$ cat src/rtl/core/assert_macros.svh
// Assertion macros shared by the modular exponentiation RTL.
// Expects signals named clk and rst in the including module.
`ifndef ASSERT_MACROS_SVH
`define ASSERT_MACROS_SVH

// Check on every clock edge outside reset.
`define MEXP_ASSERT(lbl, prop, msg) \
  lbl: assert property (@(posedge clk) disable iff (rst) prop) \
    else $error(msg);

// Check on every clock edge, reset included.
`define MEXP_ASSERT_ALWAYS(lbl, prop, msg) \
  lbl: assert property (@(posedge clk) prop) \
    else $error(msg);

`endif

$ cat src/rtl/core/mexp_pkg.sv
// Shared types and constants for the modular exponentiation block.
// No dependencies.
`timescale 1ns / 1ps
`default_nettype none

package mexp_pkg;

  localparam int MOD_W     = 31;
  localparam int BASE_W    = 63;
  localparam int RED_W     = 64;
  localparam int RED_BITS  = 2;
  localparam int RED_STEPS = RED_W / RED_BITS;
  localparam int CNT_W     = $clog2(RED_STEPS);

  localparam logic [MOD_W-1:0] MODULUS_RESET = 31'd1000000007;

  typedef enum logic [2:0] {
    ST_IDLE,
    ST_RED_BASE,
    ST_CHECK,
    ST_MUL_ACC,
    ST_RED_ACC,
    ST_MUL_SQ,
    ST_RED_SQ,
    ST_FINISH
  } mexp_state_t;

  typedef struct packed {
    logic load_item;
    logic mul_acc;
    logic mul_sq;
    logic red_step;
    logic wr_acc;
    logic wr_sq;
    logic shift_exp;
    logic out_load;
  } mexp_cmd_t;

  typedef struct packed {
    logic red_last;
    logic exp_zero;
    logic exp_lsb;
    logic exp_rest_zero;
    logic out_free;
  } mexp_sts_t;

endpackage

`default_nettype wire

$ cat src/rtl/core/mexp_controller.sv
// Controller: sequences base reduction and square-and-multiply steps.
// Depends on mexp_pkg; drives the datapath through mexp_cmd_t.
`timescale 1ns / 1ps
`default_nettype none
`include "assert_macros.svh"

module mexp_controller
  import mexp_pkg::*;
(
  input  logic      clk,
  input  logic      rst,
  input  logic      req_valid,
  output logic      req_ready,
  input  mexp_sts_t sts,
  output mexp_cmd_t cmd
);

  mexp_state_t state;
  mexp_state_t state_next;

  always_ff @(posedge clk) begin
    if (rst) begin
      state <= ST_IDLE;
    end else begin
      state <= state_next;
    end
  end

  always_comb begin
    state_next = state;
    cmd        = '0;
    req_ready  = 1'b0;
    case (state)
      ST_IDLE: begin
        req_ready = 1'b1;
        if (req_valid) begin
          cmd.load_item = 1'b1;
          state_next    = ST_RED_BASE;
        end
      end
      ST_RED_BASE: begin
        cmd.red_step = 1'b1;
        if (sts.red_last) begin
          cmd.wr_sq  = 1'b1;
          state_next = ST_CHECK;
        end
      end
      ST_CHECK: begin
        if (sts.exp_zero) begin
          state_next = ST_FINISH;
        end else if (sts.exp_lsb) begin
          state_next = ST_MUL_ACC;
        end else begin
          state_next = ST_MUL_SQ;
        end
      end
      ST_MUL_ACC: begin
        cmd.mul_acc = 1'b1;
        state_next  = ST_RED_ACC;
      end
      ST_RED_ACC: begin
        cmd.red_step = 1'b1;
        if (sts.red_last) begin
          cmd.wr_acc = 1'b1;
          state_next = sts.exp_rest_zero ? ST_FINISH : ST_MUL_SQ;
        end
      end
      ST_MUL_SQ: begin
        cmd.mul_sq = 1'b1;
        state_next = ST_RED_SQ;
      end
      ST_RED_SQ: begin
        cmd.red_step = 1'b1;
        if (sts.red_last) begin
          cmd.wr_sq     = 1'b1;
          cmd.shift_exp = 1'b1;
          state_next    = ST_CHECK;
        end
      end
      ST_FINISH: begin
        if (sts.out_free) begin
          cmd.out_load = 1'b1;
          state_next   = ST_IDLE;
        end
      end
      default: begin
        state_next = ST_IDLE;
      end
    endcase
  end

  `MEXP_ASSERT(a_one_strobe, $onehot0({cmd.load_item, cmd.mul_acc, cmd.mul_sq, cmd.red_step, cmd.out_load}), "strobes")
  `MEXP_ASSERT(a_wr_at_end, (cmd.wr_acc || cmd.wr_sq) |-> (cmd.red_step && sts.red_last), "early write")
  `MEXP_ASSERT(a_out_idle, cmd.out_load |=> (state == ST_IDLE), "no idle after out")
  `MEXP_ASSERT_ALWAYS(a_ready_idle, req_ready |-> (state == ST_IDLE), "ready while busy")

endmodule

`default_nettype wire

$ cat config.mk
export PLATFORM = sky130hd
export DESIGN_NAME = mexp_controller
export DESIGN_NICKNAME = d
export VERILOG_FILES = /design/src/rtl/core/mexp_pkg.sv /design/src/rtl/core/mexp_controller.sv
export VERILOG_INCLUDE_DIRS = /design/src /design/src/rtl/core
export SDC_FILE = /design/constraint.sdc
export NUM_CORES = 1
export LEC_CHECK = 0
export ABC_CLOCK_PERIOD_IN_PS = 1600
export BUFFER_PORTS_ARGS = -buffer_cell sky130_fd_sc_hd__buf_4
export CAP_MARGIN = 20
export CORE_AREA = 2 2 39 41
export CTS_CLUSTER_SIZE = 8
export DETAILED_ROUTE_END_ITERATION = 10
export DIE_AREA = 0 0 41 43
export SLEW_MARGIN = 20
export SYNTH_ARGS = -nofsm -noshare
export SYNTH_HDL_FRONTEND = slang
export SYNTH_SLANG_ARGS = --single-unit
$ cat constraint.sdc
create_clock -name clk -period 1.6 [get_ports clk]
set_clock_uncertainty 0.15 [all_clocks]
set_input_delay 0.32 -clock clk [delete_from_list [all_inputs] [get_ports clk]]
set_output_delay 0.32 -clock clk [all_outputs]
set_load 0.05 [all_outputs]
==> flow_summary.ini, run 1 <==
[die]
row_count = 14
initial_utilization_pct = 22.2
ioPinCount = 17
die_h_um = 43
core_area_mm2 = 0.00138
die_area_mm2 = 0.00176
die_w_um = 41

[finish]
multi_input_area_um2 = 255
largest_register_ffs = 3
final_area_um2 = 606
drive_gt1_share_pct = 65.7
reg_top3 = state x3
instances_no_fill = 83
syn2layout_area_growth_pct = 96.7
regArea_um2 = 71.3
nNetsFinal = 76
antenna_cells = 0
fillers = 139
regMostFlops = state

[status]
status = finished with violations
violations = setup timing

[critical_path]
path_buf_inv = 2
cp_top_family = flip-flops
crit_path_top_delay_cell = dfxtp_4
cp_data_required_time_ns = 1.13
cp-end-kind = output port
crit_chain = buf_6, nor3_4, and2_4, buf_8
start_kind = flip-flop
worst-setup-path-type = reg2out
critPathMaxFanout = 4
slowest_delay_ns = 0.36
worstPathArrival_ns = 1.18

[yosys]
muxShareOfSynthArea_pct = 10.2
synth_compound_area_share_pct = 17.5
syn-num-nets = 49
synth-warning-count = 0
yosys.area_share.simple_pct = 41.1
synth_fa_ha_area_share_pct = 0
synth.top_cells.by_area = dfxtp_1 (20%), nor2_1 (8.5%), buf_6 (7.3%)
synth.distinct_cells = 21
yosysSeqAreaShare_pct = 19.5
synth_xor_area_share_pct = 0
ys_seq_elements = 3
synth_top_family_by_area = simple AND/OR/NAND/NOR gates
syn_inst = 41
synth_top_cell_area_share_pct = 19.5
synth_top_cell_by_area = dfxtp_1
synth_area_per_cell_um2 = 7.51
syn_area_um2 = 308

[routing]
firstDrtPassIters = 4
vias = 386
viasPerCell = 4.65
route.detailed.drc = 0
routed_wirelength_um = 979
antenna_left = 0
drt_iter0_markers = 5
routedWlPerCell_um = 11.8

[sta]
fin_ws_ns = -0.0477
finalSetupViolCount = 3
fin_crit_sh_pct = 103
worstMarginPinSlew_ns = 0.246
max_freq_mhz = 607
slew_headroom_pct = 83.6
slew_violations = 0
fin_tns_setup_ns = -0.0898
rsz0062_at_grt = true
hold_viol_final = 0
period_needed_ns = 1.65

[cts]
insertion_delay_ns = 0.23
path_clk_slew_ns = 0.04
tritoncts = yes
numCtsBuffers = 3
cts_hold_buffers = 0
clock_sinks = 3
clockBufferDepth = 2
cts-root-buf = clkbuf_4
htree_levels = 1

[global_route]
gr-total-overflow = 0
grt_pass1_vias = 391
grt_max_degree = 11
antenna_found_initial = 0
grt.total_usage_pct = 13.1
grt_pass1_wl_um = 1480

[place]
port_buffers = 16
pre_cts_slack_ns = 0.0585
dpl-instance-area_um2 = 490
gp_congestion = 0.728
numPlacedInstances = 76
hpwl_um = 676

[power_and_ir_drop]
p_leak_nw = 0.284
power.total_mw = 1.31
power_per_cell_area_mw_per_mm2 = 2160
vdd_drop_max_mv = 0.777

[job]
maxCapViolations = 0

[worst_hold_path]
min_path_type = in2reg
-- placed cells by master, fill, tap and decap left out --
cell        n
buf_4      19
and3b_1     1
a32o_1      1
and4b_1     1
o21a_2      1
dfxtp_4     3
nor3_1      2
nand2b_4    1
nor2_2      3
nor2_4      1
mux2i_1     2
and2_4      1
or3b_1      1
a211oi_2    1
o2bb2ai_1   1
nor3b_1     1
nor3b_2     1
and2_1      1
mux2_4      1
buf_6       5
clkbuf_1    1
a21oi_1     3
buf_8       2
clkbuf_4    3
inv_1       1
nand2_2     1
nand2_1     4
nor2_1      3
nor3_4      1
-- synthesized netlist by cell type --
cell / instances
and4b_1: 1
nand2_1: 5
a21oi_1: 3
nor3b_1: 2
and2_1: 2
mux2i_1: 2
a32o_1: 1
mux2_2: 1
and3b_1: 1
nor2_1: 7
buf_2: 2
o2bb2ai_1: 1
o21a_1: 1
nand2b_1: 1
dfxtp_1: 3
nor3_1: 2
nor3_2: 1
buf_6: 2
or3b_1: 1
a211oi_2: 1
inv_1: 1
-- worst paths after layout --
path	from	endpoint	slack, ns	cells past startpoint
worst max-delay path	state[1]	cmd[7]	-0.05	4
worst min-delay path	rst	state[2]	0.13	2
worst max register to register	state[1]	state[0]	0.01	6
worst min register to register	state[1]	state[0]	0.50	3
-- power breakdown --
part	internal [mW]	total, mW	leakage, nW	switching, mW
sequential	0.126	0.205	0.0267	0.0786
combinational	0.467	0.969	0.242	0.502
clock	0.0934	0.132	0.0150	0.0385
-- kinds of logic after synthesis --
logic type,after synthesis
AO/OA/AOI/OAI,7
AND/OR/NAND/NOR,23
flip-flops,3
multiplexers,3
buffers and inverters,5
-- stage by stage --
step                      util (%)  hold slack [ns]
final                         43.8            0.133
after global routing          43.8            0.138
after CTS                     41.2            0.125
after detailed placement      35.4            0.380
after global placement        35.4            0.374
after floorplan                  -            0.249
-- final cells by class --
| class | instances | area share, % |
|---|---|---|
| well taps | 16 | 3.31 |
| multi-input cells | 33 | 42.1 |
| clock buffers | 4 | 4.34 |
| inverters | 1 | 0.620 |
| flip-flops and latches | 3 | 11.8 |
| repair buffers | 26 | 37.8 |
-- what timing repair did --
action,4_1_cts,5_1_grt
resized for setup,15,5
setup endpoints to repair,9,5
pin swaps,3,1
buffers inserted,1,2
-- per-layer routing --
layer / up-vias / global-route usage [%] / share of wire, %
met5: - / 0 / 0
met3: 0 / 3.14 / 5.9
met2: 19 / 20.3 / 55
met1: 170 / 13.2 / 39
li1: 197 / - / -
met4: 0 / 12.0 / 0
No activity file was read; power rests on OpenSTA's default activity.
==> run 2, diff against run 1 <==
--- a/config.mk
+++ b/config.mk
@@ -6,10 +6,11 @@
 export SDC_FILE = /design/constraint.sdc
 export NUM_CORES = 1
 export LEC_CHECK = 0
-export ABC_CLOCK_PERIOD_IN_PS = 1600
+export ABC_CLOCK_PERIOD_IN_PS = 1830
 export BUFFER_PORTS_ARGS = -buffer_cell sky130_fd_sc_hd__buf_4
 export CAP_MARGIN = 20
 export CORE_AREA = 2 2 39 41
+export CTS_CLUSTER_DIAMETER = 200
 export CTS_CLUSTER_SIZE = 8
 export DETAILED_ROUTE_END_ITERATION = 10
 export DIE_AREA = 0 0 41 43
==> constraint.sdc (replaced) <==
create_clock -name clk -period 1.83 [get_ports clk]
set_clock_uncertainty 0.15 [all_clocks]
set_input_delay 0.366 -clock clk [delete_from_list [all_inputs] [get_ports clk]]
set_output_delay 0.366 -clock clk [all_outputs]
set_load 0.05 [all_outputs]
==> run 2 against run 1 <==
  * First-iteration DRC count increased by 40%
  * Combinational power decreased by 35%
  * Critical path depth decreased by 2
  * Total power decreased by 30%
  * Largest cell class unchanged
  * Critical path type unchanged
  * Hold slack improved by 0.041 ns
  * Sequential cell count unchanged
  * The flow now finishes without violations
==> flow_summary.ini, run 2 (synthesis gave the netlist of run 1 again) <==
[status]
status = completed

[global_route]
grt_pass1_vias = 296
grt_max_degree = 13
antenna_found_initial = 0
grt_pass1_wl_um = 1110
grt.total_usage_pct = 9.03
gr-total-overflow = 0

[routing]
route.detailed.drc = 0
routedWlPerCell_um = 9.37
drt_iter0_markers = 7
antenna_left = 0
vias = 340
firstDrtPassIters = 4
routed_wirelength_um = 712
viasPerCell = 4.47

[finish]
drive_gt1_share_pct = 50.0
regMostFlops = state
final_cell_mix = buf_4 (19), nor2_1 (7), nand2_1 (5)
nNetsFinal = 69
largest_register_ffs = 3
syn2layout_area_growth_pct = 56.5
reg_top3 = state x3
antenna_cells = 0
instances_no_fill = 76
layout_commonest_cell = buf_4
final_area_um2 = 482
fillers = 157

[die]
ioPinCount = 17
die_w_um = 41
row_count = 14
initial_utilization_pct = 22.2
core_area_mm2 = 0.00138
die_area_mm2 = 0.00176
die_h_um = 43

[critical_path]
r2r_start = state[0]
start_kind = flip-flop
crit_path_top_delay_cell = dfxtp_2
cp_data_required_time_ns = 1.31
r2r-end = state[2]
path_buf_inv = 1
r2r_setup_slack_ns = 0.44
cp_top_family = flip-flops
cp-end-kind = output port
worstPathArrival_ns = 1.24
worstRegToRegCells = 4
slowest_delay_ns = 0.45
crit_chain = mux2_2, buf_4
worst-setup-path-type = reg2out
critPathMaxFanout = 12

[worst_hold_path]
hold_start = rst
min_path_type = in2reg
worstHoldPathCells = 2
hold_end = state[2]

[sta]
rsz0062_at_grt = false
slew_violations = 0
hold_viol_final = 0
period_needed_ns = 1.75
slew_headroom_pct = 84.5
worstMarginPinSlew_ns = 0.232
fin_crit_sh_pct = 95.7
max_freq_mhz = 571
finalSetupViolCount = 0

[place]
gp_congestion = 0.794
hpwl_um = 548
dpl-instance-area_um2 = 452
numPlacedInstances = 72
port_buffers = 16

[power_and_ir_drop]
p_leak_nw = 0.227
vdd_drop_max_mv = 0.771
power_per_cell_area_mw_per_mm2 = 1890

[cts]
path_clk_slew_ns = 0.04
insertion_delay_ns = 0.23
tritoncts = yes
clock_sinks = 3
cts-root-buf = clkbuf_4
clockBufferDepth = 2
cts_hold_buffers = 0
post_cts_buffers = 0
htree_levels = 1
numCtsBuffers = 3

[job]
maxCapViolations = 0
run 2: changes by cell type in the layout (fill, tap and decap cells not counted), moves of 2 or more:
cell | before | now
nor2_2 | 3 | 0
dfxtp_4 | 3 | 0
buf_8 | 2 | 0
nor2_1 | 3 | 7
dfxtp_2 | 0 | 3
buf_6 | 5 | 0
run 2: how the worst max path moves through the flow:
stage / depth (start not counted) / slack, ns / start / end
floorplan: 4 / -0.06 / state[0] / cmd[7]
global placement: 2 / 0.19 / state[0] / cmd[4]
detailed placement: 2 / 0.17 / state[0] / cmd[4]
CTS: 4 / 0.02 / state[2] / cmd[2]
global route: 4 / 0.01 / state[1] / cmd[2]
finish: 2 / 0.08 / state[0] / cmd[4]
run 2: timing repair:
item	in CTS	in global routing
resized for setup	1	2
pin swaps	0	0
endpoints found under the setup margin	2	2
hold endpoints to repair	0	0
run 2: cell type report:
cell class / count / area [um^2] / area share [%]
Multi-Input combinational cell: 33 / 225 / 46.8
Timing Repair Buffer: 19 / 143 / 29.6
Sequential cell: 3 / 63.8 / 13.2
Clock buffer: 4 / 26.3 / 5.45
Tap cell: 16 / 20.0 / 4.16
Inverter: 1 / 3.75 / 0.779
run 2: through the flow:
stage	TNS, ns	hold slack (ns)	setup WS [ns]	total power, mW	util [%]
2_1_floorplan	-0.0554	0.295	-0.0554	0.682	-
3_3_place_gp	0	0.419	0.194	0.793	32.6
3_5_place_dp	0	0.422	0.168	0.794	32.6
4_1_cts	0	0.176	0.0179	0.916	34.6
5_1_grt	0	0.179	0.0106	0.969	34.8
6_report	0	0.174	0.0783	0.912	34.8
run 2: metal layers:
| metal | vias up | GRT usage [%] | wire length, um |
|---|---|---|---|
| met2 | 13 | 10.0 | 305 |
| met1 | 142 | 14.7 | 344 |
| met4 | 0 | 8.00 | 0 |
| met5 | - | 0 | 0 |
| met3 | 0 | 0 | 62 |
| li1 | 185 | - | - |
run 2: report_power, final:
group | total (mW) | internal, mW | switching, mW | leakage (nW)
registers | 0.165 | 0.0998 | 0.0657 | 0.0258
clock network | 0.116 | 0.0817 | 0.0342 | 0.0150
logic | 0.631 | 0.256 | 0.375 | 0.187
total | 0.912 | 0.437 | 0.475 | 0.227
==> run 3, diff against run 2 <==
--- a/config.mk
+++ b/config.mk
@@ -6,7 +6,7 @@
 export SDC_FILE = /design/constraint.sdc
 export NUM_CORES = 1
 export LEC_CHECK = 0
-export ABC_CLOCK_PERIOD_IN_PS = 1830
+export ABC_CLOCK_PERIOD_IN_PS = 2050
 export BUFFER_PORTS_ARGS = -buffer_cell sky130_fd_sc_hd__buf_4
 export CAP_MARGIN = 20
 export CORE_AREA = 2 2 39 41
==> constraint.sdc (replaced) <==
create_clock -name clk -period 2.05 [get_ports clk]
set_clock_uncertainty 0.15 [all_clocks]
set_input_delay 0.41 -clock clk [delete_from_list [all_inputs] [get_ports clk]]
set_output_delay 0.41 -clock clk [all_outputs]
set_load 0.05 [all_outputs]
==> run 3 against run 2 <==
  * Via count grew 1.5%
  * Combinational power shrank 16%
  * Cell count shrank 1.3%
  * Total power shrank 14%
  * Sequential cell count is the same
  * Utilization shrank 0.81 points
  * Critical path depth grew 2
  * Global-route usage shrank 0.20 points
  * Clock-buffer cell count is the same
  * Clock power shrank 14%
  * Sequential share of layout area shrank 0.21 points
  * Critical endpoint is now cmd[2]
  * Highest routed layer unchanged
==> flow_summary.ini, run 3 (synthesis gave the netlist of run 1 again) <==
[status]
status = completed

[place]
pre_cts_slack_ns = 0.266
hpwl_um = 549
port_buffers = 16
numPlacedInstances = 71
dpl-instance-area_um2 = 443
gp_congestion = 0.712

[cts]
clock_sinks = 3
clockBufferDepth = 2
cts-root-buf = clkbuf_4
cts_resized = 0
path_clk_slew_ns = 0.04
insertion_delay_ns = 0.23
cts_hold_buffers = 0
htree_levels = 1
numCtsBuffers = 3
post_cts_buffers = 0
tritoncts = yes

[sta]
fin_tns_setup_ns = 0
hold_viol_final = 0
fin_crit_sh_pct = 91.7
finalSetupViolCount = 0
max_freq_mhz = 532
period_needed_ns = 1.88
hold_slack_ns = 0.225
rsz0062_at_grt = false
slew_headroom_pct = 80.4
worstMarginPinSlew_ns = 0.294
fin_ws_ns = 0.171
slew_violations = 0

[finish]
regArea_um2 = 61.3
fin_util_pct = 34.0
layout_commonest_cell = buf_4
drive_gt1_share_pct = 45.8
antenna_cells = 0
instances_no_fill = 75
reg_top3 = state x3
final_cell_mix = buf_4 (18), nor2_1 (7), nand2_1 (5), a21oi_1 (3), clkbuf_4 (3)
nNetsFinal = 68
multi_input_area_um2 = 224
fillers = 161
largest_register_ffs = 3
syn2layout_area_growth_pct = 52.8
regMostFlops = state
final_area_um2 = 470

[global_route]
grt.total_usage_pct = 8.83
grt_max_degree = 17
antenna_found_initial = 0
gr-total-overflow = 0
grt_pass1_wl_um = 1080
grt_pass1_vias = 272

[routing]
vias = 345
firstDrtPassIters = 3
antenna_left = 0
routedWlPerCell_um = 9.32
drt_iter0_markers = 7
routed_wirelength_um = 699
route.detailed.drc = 0
viasPerCell = 4.60

[die]
core_area_mm2 = 0.00138
die_area_mm2 = 0.00176
initial_utilization_pct = 22.2
row_count = 14
die_w_um = 41
die_h_um = 43
ioPinCount = 17

[power_and_ir_drop]
vdd_drop_max_mv = 0.549
power.total_mw = 0.783
power_per_cell_area_mw_per_mm2 = 1660
p_leak_nw = 0.220

[critical_path]
worstPathArrival_ns = 1.32
critPathMaxFanout = 8
worst-setup-path-type = reg2out
cp_data_required_time_ns = 1.49
start_kind = flip-flop
cp-end-kind = output port

[worst_hold_path]
min_path_type = in2reg

[job]
maxCapViolations = 0
==> run 3: cell types whose count changed in the layout (fill, tap and decap cells not counted), sizes merged <==
cell,previous run,this run
buf,19,18
==> run 3: final timing paths <==
kind	cells past startpoint	endpoint	from	slack, ns
hold / removal	2	state[2]	rst	0.22
hold reg to reg	2	state[0]	state[0]	0.43
setup / recovery	4	cmd[2]	state[2]	0.17
setup reg to reg	4	state[1]	state[2]	0.62
==> run 3: worst max-delay path: stages, from the launching register on <==
cell,delay [ns]
dfxtp_1,0.44
nor2_1,0.12
and2_1,0.17
o21a_1,0.18
buf_4,0.18
==> run 3: final cells by class <==
class | instances | area share (%)
tap | 16 | 4.26
sequential | 3 | 13.0
inverter | 1 | 0.798
clock buffer | 4 | 5.59
multi-input combinational | 33 | 47.6
timing repair buffer | 18 | 28.7
==> run 3: per-layer routing <==
metal  up-vias  track usage (%)  part of all wire, %
li1        180                -                    -
met1       152             11.9                   47
met2        13             12.2                   44
met3         0             4.71                  8.6
met4         0             2.00                    0
met5         -                0                    0
==> run 3: where the power goes <==
part	leakage, nW	switching [mW]	internal (mW)
Clock	0.0150	0.0276	0.0728
Combinational	0.180	0.321	0.208
Sequential	0.0249	0.0681	0.0858
